## src/rtl/core/crc8pr_pkg.sv

```systemverilog
`timescale 1ns / 1ps
`default_nettype none

package crc8pr_pkg;

    // Item kinds on the input tuser
    localparam logic [1:0] KIND_BYTE = 2'd0;
    localparam logic [1:0] KIND_TICK = 2'd1;
    localparam logic [1:0] KIND_END  = 2'd2;

    // Receive phases
    localparam logic [1:0] PH_HUNT = 2'd0;
    localparam logic [1:0] PH_SIZE = 2'd1;
    localparam logic [1:0] PH_BODY = 2'd2;

    // Frame status codes
    localparam logic [2:0] ST_OK         = 3'd0;
    localparam logic [2:0] ST_CRC        = 3'd1;
    localparam logic [2:0] ST_ID         = 3'd2;
    localparam logic [2:0] ST_INCOMPLETE = 3'd3;
    localparam logic [2:0] ST_TIMEOUT    = 3'd4;
    localparam logic [2:0] ST_BADLEN     = 3'd5;

    // Configuration register indexes
    localparam logic [1:0] REG_EXPECTED_ID   = 2'd0;
    localparam logic [1:0] REG_CONFIRM_CODE  = 2'd1;
    localparam logic [1:0] REG_TIMEOUT_TICKS = 2'd2;

    localparam logic [7:0]  CRC_POLY          = 8'h8C;
    localparam logic [7:0]  START_MARK        = 8'h23;
    localparam logic [7:0]  MIN_SIZE          = 8'd5;
    localparam logic [15:0] TIMEOUT_RESET_VAL = 16'd1000;

    typedef struct packed {
        logic [2:0] status;
        logic [7:0] frame_id;
        logic [7:0] frame_command;
        logic [7:0] frame_size;
        logic       is_confirm;
    } result_t;

    // Reflected CRC-8, LSB first, one byte
    function automatic logic [7:0] crc8_byte(input logic [7:0] crc, input logic [7:0] data);
        logic [7:0] c;
        logic [7:0] d;
        c = crc;
        d = data;
        for (int k = 0; k < 8; k++) begin
            if (c[0] ^ d[0]) begin
                c = (c >> 1) ^ CRC_POLY;
            end else begin
                c = c >> 1;
            end
            d = d >> 1;
        end
        return c;
    endfunction

endpackage

`default_nettype wire

```

## src/rtl/core/crc8_packet_receiver.sv

```systemverilog
`timescale 1ns / 1ps
`default_nettype none

// Framed packet receiver with reflected CRC-8 (poly 0x8C) check.
// Input stream (s_*): one transfer per item. s_tuser carries the kind
// (byte, tick, end of burst), s_tdata the received byte. Bytes are dropped
// until the '#' marker; then size, id, command and the rest of the frame
// follow, the CRC covering everything up to and including the check byte.
// Result stream (m_*): one status transfer per frame, per timeout, or per
// end of burst that cuts a frame short.
// Config channel (cfg_*): register index and data; always ready. Write only
// while the block is idle.
// Throughput: one item per cycle while s_tready is high. The CRC byte update,
// phase step and status decode are combinational, ahead of the state registers.
// Output: each result is registered before it appears on m_*.
// Stalls: results land in the output register; a second result while that
// one waits goes to a one-entry skid register, and s_tready drops only
// while the skid register is occupied.
// Reset (aresetn low, synchronous): receiver back to hunting, counters
// cleared, config registers to their defaults, output stream empty.
module crc8_packet_receiver
    import crc8pr_pkg::*;
#(
    parameter int TIMEOUT_BITS = 16
) (
    input  wire logic        aclk,
    input  wire logic        aresetn,

    input  wire logic        s_tvalid,
    output logic             s_tready,
    input  wire logic [7:0]  s_tdata,   // [7:0] rx_byte
    input  wire logic [1:0]  s_tuser,   // [1:0] kind

    output logic             m_tvalid,
    input  wire logic        m_tready,
    output logic [23:0]      m_tdata,   // [7:0] frame_id, [15:8] frame_command,
                                        // [23:16] frame_size
    output logic [3:0]       m_tuser,   // [2:0] status, [3] is_confirm

    input  wire logic        cfg_valid,
    output logic             cfg_ready,
    input  wire logic [1:0]  cfg_index,
    input  wire logic [15:0] cfg_data
);

    // width for comparing the idle count against the 16-bit limit
    localparam int CMP_W = (TIMEOUT_BITS > 16) ? TIMEOUT_BITS : 16;

    // ---------------- configuration ----------------
    logic [7:0]  expected_id_reg;
    logic [7:0]  confirm_code_reg;
    logic [15:0] timeout_ticks_reg;

    assign cfg_ready = 1'b1;

    always_ff @(posedge aclk) begin
        if (!aresetn) begin
            expected_id_reg   <= '0;
            confirm_code_reg  <= '0;
            timeout_ticks_reg <= TIMEOUT_RESET_VAL;
        end else if (cfg_valid && cfg_ready) begin
            unique case (cfg_index)
                REG_EXPECTED_ID:   expected_id_reg   <= cfg_data[7:0];
                REG_CONFIRM_CODE:  confirm_code_reg  <= cfg_data[7:0];
                REG_TIMEOUT_TICKS: timeout_ticks_reg <= cfg_data;
                default: ;
            endcase
        end
    end

    // ---------------- receiver state ----------------
    logic [1:0]              phase_reg,         phase_next;
    logic [7:0]              bytes_seen_reg,    bytes_seen_next;
    logic [7:0]              declared_size_reg, declared_size_next;
    logic [7:0]              running_crc_reg,   running_crc_next;
    logic [7:0]              held_id_reg,       held_id_next;
    logic [7:0]              held_command_reg,  held_command_next;
    logic [TIMEOUT_BITS-1:0] idle_ticks_reg,    idle_ticks_next;
    logic                    byte_arrived_reg,  byte_arrived_next;

    logic                    in_xfer;
    logic                    res_valid;
    result_t                 res;
    logic                    rearm;
    logic [7:0]              crc_upd;
    logic [7:0]              seen_inc;
    logic [TIMEOUT_BITS-1:0] idle_inc;

    assign in_xfer  = s_tvalid && s_tready;
    assign crc_upd  = crc8_byte(running_crc_reg, s_tdata);
    assign seen_inc = bytes_seen_reg + 8'd1;
    // saturating idle count
    assign idle_inc = (&idle_ticks_reg) ? idle_ticks_reg
                                        : idle_ticks_reg + {{(TIMEOUT_BITS-1){1'b0}}, 1'b1};

    always_comb begin
        phase_next         = phase_reg;
        bytes_seen_next    = bytes_seen_reg;
        declared_size_next = declared_size_reg;
        running_crc_next   = running_crc_reg;
        held_id_next       = held_id_reg;
        held_command_next  = held_command_reg;
        idle_ticks_next    = idle_ticks_reg;
        byte_arrived_next  = byte_arrived_reg;
        res_valid          = 1'b0;
        res                = '0;
        rearm              = 1'b0;

        unique case (s_tuser)
            KIND_TICK: begin
                if (!byte_arrived_reg) begin
                    idle_ticks_next = idle_inc;
                    if (CMP_W'(idle_inc) > CMP_W'(timeout_ticks_reg)) begin
                        res_valid  = 1'b1;
                        res.status = ST_TIMEOUT;
                        rearm      = 1'b1;
                    end
                end
            end
            KIND_END: begin
                // PH_HUNT and the unused phase code both count as hunting
                if (phase_reg == PH_SIZE || phase_reg == PH_BODY) begin
                    res_valid         = 1'b1;
                    res.status        = ST_INCOMPLETE;
                    res.frame_id      = held_id_reg;
                    res.frame_command = held_command_reg;
                    res.frame_size    = declared_size_reg;
                end
                rearm = 1'b1;
            end
            KIND_BYTE: begin
                byte_arrived_next = 1'b1;
                unique case (phase_reg)
                    PH_SIZE: begin
                        running_crc_next   = crc_upd;
                        bytes_seen_next    = seen_inc;
                        declared_size_next = s_tdata;
                        if (s_tdata < MIN_SIZE) begin
                            res_valid      = 1'b1;
                            res.status     = ST_BADLEN;
                            res.frame_size = s_tdata;
                            rearm          = 1'b1;
                        end else begin
                            phase_next = PH_BODY;
                        end
                    end
                    PH_BODY: begin
                        running_crc_next = crc_upd;
                        bytes_seen_next  = seen_inc;
                        if (seen_inc == 8'd3) begin
                            held_id_next = s_tdata;
                        end else if (seen_inc == 8'd4) begin
                            held_command_next = s_tdata;
                        end
                        // last byte of the frame: the check byte
                        if (seen_inc >= declared_size_reg) begin
                            res_valid         = 1'b1;
                            res.frame_id      = held_id_next;
                            res.frame_command = held_command_next;
                            res.frame_size    = declared_size_reg;
                            rearm             = 1'b1;
                            if (crc_upd != 8'd0) begin
                                res.status = ST_CRC;
                            end else if (held_id_next != expected_id_reg) begin
                                res.status = ST_ID;
                            end else begin
                                res.status     = ST_OK;
                                res.is_confirm = (held_command_next == confirm_code_reg);
                            end
                        end
                    end
                    default: begin
                        // hunting: wait for the start marker
                        phase_next = PH_HUNT;
                        if (s_tdata == START_MARK) begin
                            running_crc_next = crc8_byte(8'd0, s_tdata);
                            bytes_seen_next  = 8'd1;
                            phase_next       = PH_SIZE;
                        end
                    end
                endcase
            end
            default: ; // unused kind: no effect
        endcase

        if (rearm) begin
            phase_next         = PH_HUNT;
            bytes_seen_next    = '0;
            declared_size_next = '0;
            running_crc_next   = '0;
            held_id_next       = '0;
            held_command_next  = '0;
            idle_ticks_next    = '0;
            byte_arrived_next  = 1'b0;
        end
    end

    always_ff @(posedge aclk) begin
        if (!aresetn) begin
            phase_reg         <= PH_HUNT;
            bytes_seen_reg    <= '0;
            declared_size_reg <= '0;
            running_crc_reg   <= '0;
            held_id_reg       <= '0;
            held_command_reg  <= '0;
            idle_ticks_reg    <= '0;
            byte_arrived_reg  <= 1'b0;
        end else if (in_xfer) begin
            phase_reg         <= phase_next;
            bytes_seen_reg    <= bytes_seen_next;
            declared_size_reg <= declared_size_next;
            running_crc_reg   <= running_crc_next;
            held_id_reg       <= held_id_next;
            held_command_reg  <= held_command_next;
            idle_ticks_reg    <= idle_ticks_next;
            byte_arrived_reg  <= byte_arrived_next;
        end
    end

    // ---------------- output register + skid ----------------
    logic    out_valid_reg;
    result_t out_data_reg;
    logic    skid_valid_reg;
    result_t skid_data_reg;
    logic    out_xfer;
    logic    emit;

    assign out_xfer = out_valid_reg && m_tready;
    assign emit     = in_xfer && res_valid;
    assign s_tready = !skid_valid_reg;

    always_ff @(posedge aclk) begin
        if (!aresetn) begin
            out_valid_reg  <= 1'b0;
            skid_valid_reg <= 1'b0;
        end else begin
            if (skid_valid_reg) begin
                if (out_xfer) begin
                    out_valid_reg  <= 1'b1;
                    skid_valid_reg <= 1'b0;
                end
            end else if (emit) begin
                if (!out_valid_reg || out_xfer) begin
                    out_valid_reg <= 1'b1;
                end else begin
                    skid_valid_reg <= 1'b1;
                end
            end else if (out_xfer) begin
                out_valid_reg <= 1'b0;
            end
        end
    end

    always_ff @(posedge aclk) begin
        if (skid_valid_reg) begin
            if (out_xfer) begin
                out_data_reg <= skid_data_reg;
            end
        end else if (emit) begin
            if (!out_valid_reg || out_xfer) begin
                out_data_reg <= res;
            end else begin
                skid_data_reg <= res;
            end
        end
    end

    assign m_tvalid = out_valid_reg;
    assign m_tdata  = {out_data_reg.frame_size, out_data_reg.frame_command,
                       out_data_reg.frame_id};
    assign m_tuser  = {out_data_reg.is_confirm, out_data_reg.status};

endmodule

`default_nettype wire
```

## config.mk

```make
export PLATFORM = sky130hd
export DESIGN_NAME = crc8_packet_receiver
export DESIGN_NICKNAME = d
export VERILOG_FILES = /design/src/rtl/core/crc8pr_pkg.sv /design/src/rtl/core/crc8_packet_receiver.sv
export SDC_FILE = /design/constraint.sdc
export NUM_CORES = 1
export LEC_CHECK = 0
export BUFFER_PORTS_ARGS = -buffer_cell sky130_fd_sc_hd__buf_4
export CAP_MARGIN = 20
export CORE_AREA = 5 5 127 129
export CTS_CLUSTER_DIAMETER = 30
export DETAILED_ROUTE_END_ITERATION = 7
export DIE_AREA = 0 0 132 134
export PLACE_DENSITY = 0.73
export SLEW_MARGIN = 20
export SYNTH_ARGS = -nofsm -noshare
export SYNTH_HDL_FRONTEND = slang
export SYNTH_SLANG_ARGS = --single-unit
export TNS_END_PERCENT = 10
```

## constraint.sdc

```tcl
create_clock -name aclk -period 15.3 [get_ports aclk]
set_clock_uncertainty 0.15 [all_clocks]
set_input_delay 0.765 -clock aclk [delete_from_list [all_inputs] [get_ports aclk]]
set_output_delay 0.765 -clock aclk [all_outputs]
set_load 0.005 [all_outputs]
```

==> flow_summary.yaml <==
hold_path:
  hold_depth: 2
  hold_end: "timeout_ticks_reg[13]$_SDFFE_PN0P_"
  min_path_type: "reg -> reg"
  hold_start: "timeout_ticks_reg[13]$_SDFFE_PN0P_"
power:
  max-vdd-ir-drop_mv: 0.0688
  power.leakage_uw: 0.00371
  p_per_area_nw_per_um2: 103
worst_setup_path:
  slowest_stage: "nor3_1"
  path_depth: 14
  crit_fanout: 18
  r2r_start: "idle_ticks_reg[3]$_SDFFE_PN0P_"
  regToRegSetupSlack_ns: 9.78
  path_cells: "and4_1 -> nand4_1 -> nor3_1 -> nor2b_1 -> nand2_1 -> xnor2_1 -> ha_1 -> nand4_1 -> nor2_1 -> a211o_1 -> a31oi_1 -> nor3_1 -> nor3b_2 -> buf_4"
  rr_endpoint: "skid_data_reg[15]$_DFFE_PP_"
  cp-end-kind: "register"
  crit_path_start_kind: "register"
  r2r_cells: 14
  crit_type: "reg -> reg"
  crit_required_ns: 15.26
  worstPathArrival_ns: 5.48
  slowest_delay_ns: 0.75
  critPathBufInv: 1
  cp_top_family: "simple AND/OR/NAND/NOR gates"
layout:
  drive_gt1_frac: 0.160
  layout.nets: 935
  ff_latch_area_um2: 3540
  nFillCells: 1269
  multi_input_area_um2: 4100
  largest_register_ffs: 28
  area_growth_pct: 15.1
  fin_cells: 1071
  fin_util: 0.616
  diodes: 0
sta:
  worst_pin_slew_ns: 0.987
  slew_viol_final: 0
  fmax_mhz: 181
  hold_viol_final: 0
  rsz0062_at_grt: "no"
  fin_setup_tns_ns: 0
  setup_viol: 0
  setup_slack_ns: 9.78
  layout_min_cycle_time_ns: 5.52
  slew_headroom: 0.336
  post-route-period-util: 0.360
die:
  start_util: 0.535
  core_um2: 14900
  dieArea_um2: 17700
  dieHeight_um: 134
  ios: 64
  num_rows: 45
  die_w_um: 132
global_route:
  grt_max_degree: 53
  grt_pass1_vias: 5998
  grt_antenna_before_repair: 0
  gr-total-overflow: 0
  grt_pass1_wl_um: 31200
  grt_usage: 0.218
clock_network:
  numClockSinks: 149
  cts_buffers: 17
  clockBufferDepth: 2
  root_buffer: "clkbuf_16"
  cts_hold_buf: 0
  post-cts-setup-buffer-count: 0
  cts-htree-levels: 4
  clkTransAtPathRegs_ns: 0.07
  clk_latency_ns: 0.42
  cts_repair_resize_count: 0
  cts_tree: "done"
synthesis:
  synth.cell_area_um2: 7990
  syn-num-nets: 891
  ys_ff_latch: 149
  syn_inst: 826
  synth_cell_type_count: 62
  syn_area_per_cell_um2: 9.67
  ys_async_sr_fraction: 0
  synth_edf_count: 56
  synth_flop_cell: "dfxtp_1"
  yosysSeqAreaShare: 0.444
  yosysWarnings: 0
placement:
  dp.cells: 1039
  dp_slack_ns: 9.85
  gp_congestion: 0.865
  io_buffers: 62
  dp_hpwl_um: 13500
drt:
  drc: 0
  wl_per_cell_um: 17.6
  vias: 6213
  dr.pass1.iters: 5
  drt_wl_total_um: 18900
  viasPerCell: 5.80
  antenna_left: 0
  drt-initial-drc-count: 445
outcome:
  status: "finished clean"
run:
  drv_cap: 0
-- worst min-delay path, cell delays in order (launching register included) --
cell     delay, ns
dfxtp_1       0.31
nand2_1       0.05
a21oi_1       0.05
-- cell type report --
class | count | area share
well taps | 188 | 0.0256
inverters | 44 | 0.0180
multi-input cells | 590 | 0.446
clock buffers | 18 | 0.0478
repair buffers | 68 | 0.0555
flip-flops and latches | 149 | 0.385
clock inverters | 14 | 0.0223
-- cells in the final DEF, fill, tap and decap left out, types with 24 or more instances in the layout --
master,synthesis,layout
nand2_1,105,105
dfxtp_1,93,93
buf_4,1,68
edfxtp_1,56,56
nor2_1,50,50
inv_1,44,44
a21oi_1,40,39
xnor2_1,38,38
xor2_1,34,34
ha_1,32,32
mux2_2,27,27
a22o_1,24,24
-- power by group --
| part | switching (uW) | internal, uW |
|---|---|---|
| clock | 186 | 270 |
| combinational | 42.9 | 29.9 |
| sequential | 3.69 | 413 |
| total | 232 | 712 |
-- layer usage --
layer / share of wire / GRT usage
met1: 0.45 / 0.290
met3: 0.055 / 0.0495
met5: 0 / 0
met4: 0.019 / 0.0663
met2: 0.47 / 0.357
-- cells by family after synthesis --
| group | share of synthesized area |
|---|---|
| buf+inv | 0.0451 |
| xor+xnor | 0.0846 |
| other cells | 0.000469 |
| mux | 0.0656 |
| flops | 0.444 |
| simple gates | 0.159 |
| fa+ha+maj | 0.0501 |
| compound gates | 0.151 |
-- synthesized netlist by cell type, types with 3 or more instances --
cell type    n  area, um^2
nand2_1    105         394
dfxtp_1     93        1860
edfxtp_1    56        1680
nor2_1      50         188
inv_1       44         165
a21oi_1     40         200
xnor2_1     38         333
xor2_1      34         298
ha_1        32         400
clkbuf_1    31         116
mux2_2      27         304
a22o_1      24         210
mux2i_1     22         220
nand3_1     22         110
o21ai_0     18        90.1
o2bb2ai_1   16         140
nand4_1     13        81.3
o211ai_1    12        90.1
a31oi_1     11        68.8
and2_1      11        68.8
nor3_1      10        50.1
or3_1        9        56.3
a22oi_1      8        60.1
o32ai_1      8        70.1
and3_1       7        43.8
buf_2        6        30.0
nand2b_1     6        37.5
nor2b_1      6        37.5
nand3b_1     5        37.5
nor4_1       5        31.3
o21a_1       5        37.5
a2111oi_0    4        35.0
a21o_1       3        22.5
buf_6        3        33.8
o21ai_1      3        15.0
o31a_1       3        26.3
or4_1        3        22.5
-- metrics by stage --
step / power, uW / hold slack [ns] / area [um^2]
CTS: 949 / 0.307 / 9190
floorplan: 476 / 0.281 / 7990
finish: 945 / 0.306 / 9200
global placement: 496 / 0.294 / 8550
detailed placement: 497 / 0.298 / 8550
global route: 975 / 0.324 / 9200
-- worst max-delay path by stage --
stage,slack [ns],from,to
global placement,10.00,idle_ticks_reg[3]$_SDFFE_PN0P_,skid_data_reg[13]$_DFFE_PP_
global route,9.13,idle_ticks_reg[4]$_SDFFE_PN0P_,skid_data_reg[24]$_DFFE_PP_
finish,9.78,idle_ticks_reg[3]$_SDFFE_PN0P_,skid_data_reg[15]$_DFFE_PP_
floorplan,9.20,idle_ticks_reg[3]$_SDFFE_PN0P_,skid_data_reg[0]$_DFFE_PP_
CTS,9.84,idle_ticks_reg[4]$_SDFFE_PN0P_,skid_data_reg[24]$_DFFE_PP_
detailed placement,9.85,idle_ticks_reg[3]$_SDFFE_PN0P_,skid_data_reg[15]$_DFFE_PP_
Note: power is estimated with default switching activity, not from simulation.
